$ cat src/rtl/bncl_pkg.sv
// Shared types for the bounded nearest-candidate list.
// Holds the list entry layout and the controller state encoding; no dependencies.
package bncl_pkg;

  typedef struct packed {
    logic [31:0] vertex_key;
    logic [31:0] distance;
  } entry_t;

  typedef enum logic [1:0] {
    ST_IDLE,
    ST_SCAN,
    ST_SHIFT,
    ST_RESP
  } bncl_state_t;

  localparam logic [4:0] CAPACITY_RESET = 5'd16;

endpackage

$ cat src/rtl/bncl_mem.sv
// Entry store of the candidate list: one write port, one read port, registered read data.
// Depends on bncl_pkg for the entry layout.
module bncl_mem
  import bncl_pkg::*;
#(
  parameter int DEPTH = 16,
  parameter int AW    = 4
) (
  input  logic          clk,
  input  logic          wr_en,
  input  logic [AW-1:0] wr_addr,
  input  entry_t        wr_data,
  input  logic [AW-1:0] rd_addr,
  output entry_t        rd_data
);

  entry_t mem_q [DEPTH];
  entry_t rd_data_r;

  always_ff @(posedge clk) begin
    if (wr_en) begin
      mem_q[wr_addr] <= wr_data;
    end
    rd_data_r <= mem_q[rd_addr];
  end

  assign rd_data = rd_data_r;

endmodule

$ cat src/rtl/bncl_ctrl.sv
// Scan and shift sequencer of the candidate list, including the held entry count.
// Depends on bncl_pkg; drives the ports of bncl_mem.
module bncl_ctrl
  import bncl_pkg::*;
#(
  parameter int MAX_ENTRIES = 16,
  parameter int AW          = 4,
  parameter int CW          = 5
) (
  input  logic          clk,
  input  logic          rst_n,
  input  logic [4:0]    cfg_capacity,
  input  logic          in_valid,
  output logic          in_ready,
  input  logic [31:0]   in_vertex_key,
  input  logic [31:0]   in_distance,
  output logic          mem_wr_en,
  output logic [AW-1:0] mem_wr_addr,
  output entry_t        mem_wr_data,
  output logic [AW-1:0] mem_rd_addr,
  input  entry_t        mem_rd_data,
  output logic          res_valid,
  input  logic          res_ready,
  output logic          res_accepted,
  output logic [CW-1:0] res_count
);

  localparam logic [CW-1:0] MAX_C   = CW'(MAX_ENTRIES);
  localparam logic [AW-1:0] LAST_IX = AW'(MAX_ENTRIES - 1);

  bncl_state_t   state_r, state_nxt;
  logic [AW-1:0] idx_r, idx_nxt;
  logic [AW-1:0] last_r, last_nxt;
  logic [CW-1:0] n_r, n_nxt;
  logic [CW-1:0] cap_r, cap_nxt;
  logic [CW-1:0] held_r, held_nxt;
  logic          acc_r, acc_nxt;
  logic [31:0]   key_r, key_nxt;
  logic [31:0]   dist_r, dist_nxt;
  entry_t        carry_r, carry_nxt;
  logic [31:0]   cap_wide;
  logic [CW-1:0] cap_eff;
  logic [AW-1:0] idx_inc;

  always_comb begin
    cap_wide = {27'd0, cfg_capacity};
    if (cap_wide == 32'd0) begin
      cap_eff = CW'(1);
    end else if (cap_wide > 32'(MAX_ENTRIES)) begin
      cap_eff = MAX_C;
    end else begin
      cap_eff = CW'(cap_wide);
    end
  end

  assign idx_inc = idx_r + AW'(1);

  always_ff @(posedge clk) begin
    if (!rst_n) begin
      state_r <= ST_IDLE;
      held_r  <= '0;
      acc_r   <= 1'b0;
    end else begin
      state_r <= state_nxt;
      held_r  <= held_nxt;
      acc_r   <= acc_nxt;
    end
  end

  always_ff @(posedge clk) begin
    idx_r   <= idx_nxt;
    last_r  <= last_nxt;
    n_r     <= n_nxt;
    cap_r   <= cap_nxt;
    key_r   <= key_nxt;
    dist_r  <= dist_nxt;
    carry_r <= carry_nxt;
  end

  always_comb begin
    state_nxt   = state_r;
    idx_nxt     = idx_r;
    last_nxt    = last_r;
    n_nxt       = n_r;
    cap_nxt     = cap_r;
    held_nxt    = held_r;
    acc_nxt     = acc_r;
    key_nxt     = key_r;
    dist_nxt    = dist_r;
    carry_nxt   = carry_r;
    in_ready    = 1'b0;
    res_valid   = 1'b0;
    mem_wr_en   = 1'b0;
    mem_wr_addr = idx_r;
    mem_wr_data = '{vertex_key: key_r, distance: dist_r};
    mem_rd_addr = idx_r;

    case (state_r)
      ST_IDLE: begin
        in_ready = 1'b1;
        if (in_valid) begin
          key_nxt     = in_vertex_key;
          dist_nxt    = in_distance;
          cap_nxt     = cap_eff;
          n_nxt       = held_r;
          idx_nxt     = '0;
          mem_rd_addr = '0;
          if (held_r < MAX_C) begin
            last_nxt = AW'(held_r);
          end else begin
            last_nxt = LAST_IX;
          end
          if (held_r == '0) begin
            mem_wr_en   = 1'b1;
            mem_wr_addr = '0;
            mem_wr_data = '{vertex_key: in_vertex_key, distance: in_distance};
            held_nxt    = CW'(1);
            acc_nxt     = 1'b1;
            state_nxt   = ST_RESP;
          end else begin
            state_nxt = ST_SCAN;
          end
        end
      end

      ST_SCAN: begin
        if (mem_rd_data.vertex_key == key_r) begin
          acc_nxt   = 1'b0;
          state_nxt = ST_RESP;
        end else if (dist_r < mem_rd_data.distance) begin
          mem_wr_en = 1'b1;
          carry_nxt = mem_rd_data;
          acc_nxt   = 1'b1;
          if (n_r < cap_r) begin
            held_nxt = n_r + CW'(1);
          end else begin
            held_nxt = n_r;
          end
          if (idx_r == last_r) begin
            state_nxt = ST_RESP;
          end else begin
            mem_rd_addr = idx_inc;
            idx_nxt     = idx_inc;
            state_nxt   = ST_SHIFT;
          end
        end else if (CW'(idx_r) + CW'(1) == n_r) begin
          if (n_r < cap_r) begin
            mem_wr_en   = 1'b1;
            mem_wr_addr = AW'(n_r);
            held_nxt    = n_r + CW'(1);
            acc_nxt     = 1'b1;
          end else begin
            acc_nxt = 1'b0;
          end
          state_nxt = ST_RESP;
        end else begin
          mem_rd_addr = idx_inc;
          idx_nxt     = idx_inc;
        end
      end

      ST_SHIFT: begin
        mem_wr_en   = 1'b1;
        mem_wr_data = carry_r;
        carry_nxt   = mem_rd_data;
        if (idx_r == last_r) begin
          state_nxt = ST_RESP;
        end else begin
          mem_rd_addr = idx_inc;
          idx_nxt     = idx_inc;
        end
      end

      ST_RESP: begin
        res_valid = 1'b1;
        if (res_ready) begin
          state_nxt = ST_IDLE;
        end
      end

      default: begin
        state_nxt = ST_IDLE;
      end
    endcase
  end

  assign res_accepted = acc_r;
  assign res_count    = held_r;

endmodule

$ cat src/rtl/bounded_nearest_candidate_list.sv
// Bounded nearest-candidate list: up to capacity (key, distance) entries kept in
// ascending distance order. An offer beat on the in_ channel carries a vertex key and
// an unsigned Q16.16 distance. The list is scanned from the nearest entry; an equal key
// met before the insertion point rejects the offer, otherwise it is inserted in front of
// the first strictly larger distance (ties go behind), dropping the farthest entry when
// the list is full, or appended when there is room.
// Each offer yields one result beat on the out_ channel with the accepted flag and the
// entry count after the offer.
// Entries live in a single-port-write, single-port-read memory with registered read
// data. An offer reads the entries one by one while scanning, and when it inserts,
// moves each entry behind it up one place before the result is offered. One offer
// is in work at a time; the next is taken in the cycle after its result moves to the
// output register. A result waiting on out_ready sits in that register while the next
// offer is scanned; a finished result waits in the sequencer until the register frees.
// Reset empties the list and sets capacity to 16; no clearing pass is needed.
// cfg_wr_en writes the capacity register; it must be written only while idle.
module bounded_nearest_candidate_list
  import bncl_pkg::*;
#(
  parameter int MAX_ENTRIES = 16
) (
  input  logic        clk,
  input  logic        rst_n,
  input  logic        cfg_wr_en,
  input  logic [4:0]  cfg_wr_data,
  input  logic        in_valid,
  output logic        in_ready,
  input  logic [31:0] in_vertex_key,
  input  logic [31:0] in_distance,
  output logic        out_valid,
  input  logic        out_ready,
  output logic        out_accepted,
  output logic [4:0]  out_entry_count
);

  localparam int AW = (MAX_ENTRIES > 1) ? $clog2(MAX_ENTRIES) : 1;
  localparam int CW = $clog2(MAX_ENTRIES + 1);

  logic [4:0]    capacity_r;
  logic          mem_wr_en;
  logic [AW-1:0] mem_wr_addr;
  entry_t        mem_wr_data;
  logic [AW-1:0] mem_rd_addr;
  entry_t        mem_rd_data;
  logic          res_valid;
  logic          res_ready;
  logic          res_accepted;
  logic [CW-1:0] res_count;
  logic [31:0]   res_count_wide;
  logic          out_valid_r;
  logic          out_accepted_r;
  logic [4:0]    out_count_r;

  always_ff @(posedge clk) begin
    if (!rst_n) begin
      capacity_r <= CAPACITY_RESET;
    end else if (cfg_wr_en) begin
      capacity_r <= cfg_wr_data;
    end
  end

  bncl_mem #(
    .DEPTH (MAX_ENTRIES),
    .AW    (AW)
  ) u_mem (
    .clk     (clk),
    .wr_en   (mem_wr_en),
    .wr_addr (mem_wr_addr),
    .wr_data (mem_wr_data),
    .rd_addr (mem_rd_addr),
    .rd_data (mem_rd_data)
  );

  bncl_ctrl #(
    .MAX_ENTRIES (MAX_ENTRIES),
    .AW          (AW),
    .CW          (CW)
  ) u_ctrl (
    .clk           (clk),
    .rst_n         (rst_n),
    .cfg_capacity  (capacity_r),
    .in_valid      (in_valid),
    .in_ready      (in_ready),
    .in_vertex_key (in_vertex_key),
    .in_distance   (in_distance),
    .mem_wr_en     (mem_wr_en),
    .mem_wr_addr   (mem_wr_addr),
    .mem_wr_data   (mem_wr_data),
    .mem_rd_addr   (mem_rd_addr),
    .mem_rd_data   (mem_rd_data),
    .res_valid     (res_valid),
    .res_ready     (res_ready),
    .res_accepted  (res_accepted),
    .res_count     (res_count)
  );

  assign res_ready      = !out_valid_r || out_ready;
  assign res_count_wide = 32'(res_count);

  always_ff @(posedge clk) begin
    if (!rst_n) begin
      out_valid_r <= 1'b0;
    end else if (res_valid && res_ready) begin
      out_valid_r <= 1'b1;
    end else if (out_ready) begin
      out_valid_r <= 1'b0;
    end
  end

  always_ff @(posedge clk) begin
    if (res_valid && res_ready) begin
      out_accepted_r <= res_accepted;
      out_count_r    <= res_count_wide[4:0];
    end
  end

  assign out_valid       = out_valid_r;
  assign out_accepted    = out_accepted_r;
  assign out_entry_count = out_count_r;

  a_busy_after_accept: assert property (@(posedge clk) disable iff (!rst_n)
    in_valid && in_ready |=> !in_ready)
    else $error("offer accepted while the previous one was still in work");

  a_result_slot_free: assert property (@(posedge clk) disable iff (!rst_n)
    res_valid && res_ready |-> !out_valid_r || out_ready)
    else $error("result loaded over an untaken output beat");

  a_result_before_next: assert property (@(posedge clk) disable iff (!rst_n)
    res_valid && !res_ready |=> !in_ready)
    else $error("new offer taken while a result is still pending");

  a_count_bound: assert property (@(posedge clk) disable iff (!rst_n)
    res_valid |-> 32'(res_count) <= 32'(MAX_ENTRIES))
    else $error("held count exceeds the list depth");

endmodule

$ cat config.mk
export PLATFORM = sky130hd
export DESIGN_NAME = bounded_nearest_candidate_list
export DESIGN_NICKNAME = d
export VERILOG_FILES = /design/src/rtl/bncl_pkg.sv /design/src/rtl/bncl_mem.sv /design/src/rtl/bncl_ctrl.sv /design/src/rtl/bounded_nearest_candidate_list.sv
export SDC_FILE = /design/constraint.sdc
export NUM_CORES = 1
export LEC_CHECK = 0
export BUFFER_PORTS_ARGS = -buffer_cell sky130_fd_sc_hd__buf_2
export CAP_MARGIN = 20
export CORE_MARGIN = 3
export CORE_UTILIZATION = 55
export DETAILED_ROUTE_END_ITERATION = 12
export GPL_TIMING_DRIVEN = 1
export HOLD_SLACK_MARGIN = 0.08
export PLACE_DENSITY = 0.7
export SYNTH_ARGS = -nofsm -noshare
export SYNTH_HDL_FRONTEND = slang
export SYNTH_SLANG_ARGS = --single-unit
export TNS_END_PERCENT = 100
$ cat constraint.sdc
create_clock -name clk -period 11.1 [get_ports clk]
set_clock_uncertainty 0.15 [all_clocks]
set_input_delay 0.555 -clock clk [delete_from_list [all_inputs] [get_ports clk]]
set_output_delay 0.555 -clock clk [all_outputs]
set_load 0.005 [all_outputs]
==> results.py <==
metrics = {
    "synth": {
        "yosysUniqueCellTypes": 61,
        "synth-main-ff-cell": "edfxtp_1",
        "synth_top_area_cell": "edfxtp_1",
        "yosysSeqAreaShare": 0.719,
        "synth_cells": 3329,
        "synth.top_cell.area_share": 0.687,
        "yosys_warnings": 0,
        "syn_nets": 3446,
        "async_flop_share": 0,
        "syn_avg_cell_area_um2": 15.4,
        "synth_area_leaders": "edfxtp_1 69%, mux2_2 5.6%, o221ai_1 4.4%, o211ai_1 3.8%, and2_1 3.2%",
        "syn_area_um2": 51200,
        "ys_ff_latch": 1254,
        "synth_edf_count": 1172,
    },
    "global_routing": {
        "gr-usage-met1": 0.358,
        "grt_pass1_wl_um": 190000,
        "antenna_found_initial": 1,
        "grt_usage": 0.260,
        "grtUsageMet3": 0.0416,
        "grt_max_degree": 259,
        "grt_pass1_vias": 30129,
        "grt_busiest_layer": "met2",
        "grt_overflow": 0,
        "gr-usage-met2": 0.431,
    },
    "critical_path": {
        "path_class": "register to register",
        "cp_max_fo": 80,
        "critical_path_arrival_ns": 7.22,
        "r2r_setup_slack_ns": 4.37,
        "endpoint_kind": "register",
        "r2r_cells": 13,
        "required_ns": 11.59,
        "startpoint_type": "register",
    },
    "clock_tree": {
        "cts_tree": "yes",
        "cts_buffers": 130,
        "clkTransAtPathRegs_ns": 0.06,
        "clockBufferDepth": 3,
        "clk-insertion-delay-late_ns": 0.72,
        "cts-root-buf": "clkbuf_16",
        "htree_levels": 4,
        "cts_sinks": 1254,
    },
    "layout": {
        "layout-drive-gt1-share": 0.171,
        "final_cell_area_um2": 57800,
        "multiInputGateArea_um2": 12300,
        "register_area_um2": 36800,
        "area_delta_synth_final_pct": 12.9,
        "layout.cells.non_filler": 4790,
        "final_cell_mix": "1172 x edfxtp_1, 370 x inv_1, 261 x and2_1",
        "fillers": 6516,
        "mostFrequentLayoutCell": "edfxtp_1",
        "nets": 3563,
        "postLayoutCoreUtil": 0.628,
        "antennaDiodeCount": 0,
    },
    "sta": {
        "worstMarginPinSlew_ns": 1.26,
        "hold_viol": 0,
        "final_max_slew_viol_count": 0,
        "period_share": 0.606,
        "setup_viol": 0,
        "fmaxAchievable_mhz": 149,
        "setup_tns_ns": 0,
        "min_period_ns": 6.73,
        "max_slew_margin": 0.160,
        "rsz0062_at_grt": "no",
    },
    "drt": {
        "drc": 0,
        "dr.pass1.iters": 8,
        "routed-via-count": 30135,
        "drtIter0Drc": 3507,
        "vias_per_cell": 6.29,
        "wl_per_cell_um": 26.5,
        "routed_wl_um": 127000,
        "postRouteAntennaNets": 0,
    },
    "floorplan": {
        "io_pins": 82,
        "coreArea_um2": 92100,
        "initial_core_util": 0.556,
        "die_y_um": 311,
        "die_area_um2": 96900,
        "die_w_um": 311,
        "rows": 111,
    },
    "power": {
        "p_total_mw": 17.3,
        "p_leak_nw": 19.6,
        "power_density_nw_per_um2": 300,
        "ir_drop_uv": 370,
    },
    "place": {
        "dpl_cell_area_um2": 52900,
        "dp.cells": 4475,
        "port_buffers": 81,
        "place_hpwl_um": 61500,
        "place_congestion": 0.820,
    },
    "min_path": {
        "holdPathStages": 0,
        "hp-class": "register to register",
    },
    "run": {
        "drv_cap": 0,
    },
    "status": {
        "status": "completed",
    },
}
==> power breakdown <==
group	switching [mW]	internal [mW]	leakage (nW)	total [mW]
registers	0.271	6.79	11.3	7.07
logic	4.14	1.94	6.24	6.08
clock network	1.73	2.46	2.01	4.19
==> kinds of logic after synthesis <==
group | synth area share
multiplexers | 0.0575
adder cells (fa/ha/maj) | 0.0105
AO/OA/AOI/OAI | 0.107
flip-flops | 0.719
XOR/XNOR | 0.00803
buffers and inverters | 0.0449
AND/OR/NAND/NOR | 0.0530
==> flip-flops by register name, summed over array words and instances (netlist names), 2 cells and up <==
register / cells
capacity_r: 5
u_ctrl.dist_r: 32
u_mem.rd_data: 64
u_ctrl.n_r: 5
u_ctrl.idx_r: 4
u_mem.mem_q: 1024
u_ctrl.res_count: 5
u_ctrl.cap_r: 5
u_ctrl.key_r: 32
u_ctrl.carry_r: 64
u_ctrl.last_r: 4
out_entry_count: 5
u_ctrl.state_r: 2
==> per-layer routing <==
metal | routed length, um | up-vias
met4 | 3280 | 0
li1 | - | 13199
met3 | 10300 | 260
met1 | 51800 | 15261
met5 | 0 | -
met2 | 61800 | 1415
==> metrics by stage <==
stage	hold slack (ns)	worst slack, ns
3_3_place_gp	0.266	4.82
6_report	0.281	4.37
3_5_place_dp	0.265	4.64
5_1_grt	0.296	4.26
4_1_cts	0.279	4.57
2_1_floorplan	0.251	4.06
==> synthesized netlist by cell type (3+ instances only) <==
master / number
and3_1: 4
and2_1: 264
a222oi_1: 64
a21boi_0: 5
buf_2: 28
inv_1: 370
edfxtp_1: 1172
nor3_1: 5
dfxtp_1: 82
nor2_1: 25
buf_4: 6
o21ai_0: 13
a211oi_1: 5
mux2_2: 257
a21oi_1: 18
nor2b_1: 8
o211ai_1: 259
ha_1: 43
mux2i_1: 5
nand3_1: 12
a21o_1: 15
buf_1: 18
nor4_1: 3
o21ai_1: 3
xnor2_1: 46
o221ai_1: 257
o21a_1: 3
nand2b_1: 9
clkbuf_1: 175
nand2_1: 28
or2_2: 7
nand4_1: 79
==> critical path, cell delays in order, from the launching register on <==
cell and delay (ns):
edfxtp_1 0.40, ha_1 0.31, a21o_1 0.18, a221o_1 0.34
a221oi_2 0.78, o21ai_1 0.28, a21o_1 0.34, a2111o_1 0.41
o211ai_1 0.13, buf_4 0.76, and2_4 1.01, buf_4 0.87
o221ai_1 0.27, nand4_1 0.19
==> worst paths after layout <==
kind	start	end
setup / recovery	u_ctrl.dist_r[25]	u_mem.rd_data[45]
hold / removal	u_mem.rd_data[9]	u_ctrl.carry_r[9]
setup reg to reg	u_ctrl.dist_r[25]	u_mem.rd_data[45]
hold reg to reg	u_mem.rd_data[9]	u_ctrl.carry_r[9]
==> repair_timing <==
item / in CTS / in global routing
gates resized for setup: 0 / 0
hold endpoints to repair: 78 / 0
setup buffers: 0 / 0
hold buffers: 82 / 0
==> final cells by class <==
type	instances	share of cell area
Sequential cell	1254	0.637
Multi-Input combinational cell	1477	0.213
Clock buffer	174	0.0622
Timing Repair Buffer	212	0.0286
Tap cell	1243	0.0269
Inverter	371	0.0241
Clock inverter	59	0.00868
(Power assumes the default switching activity.)
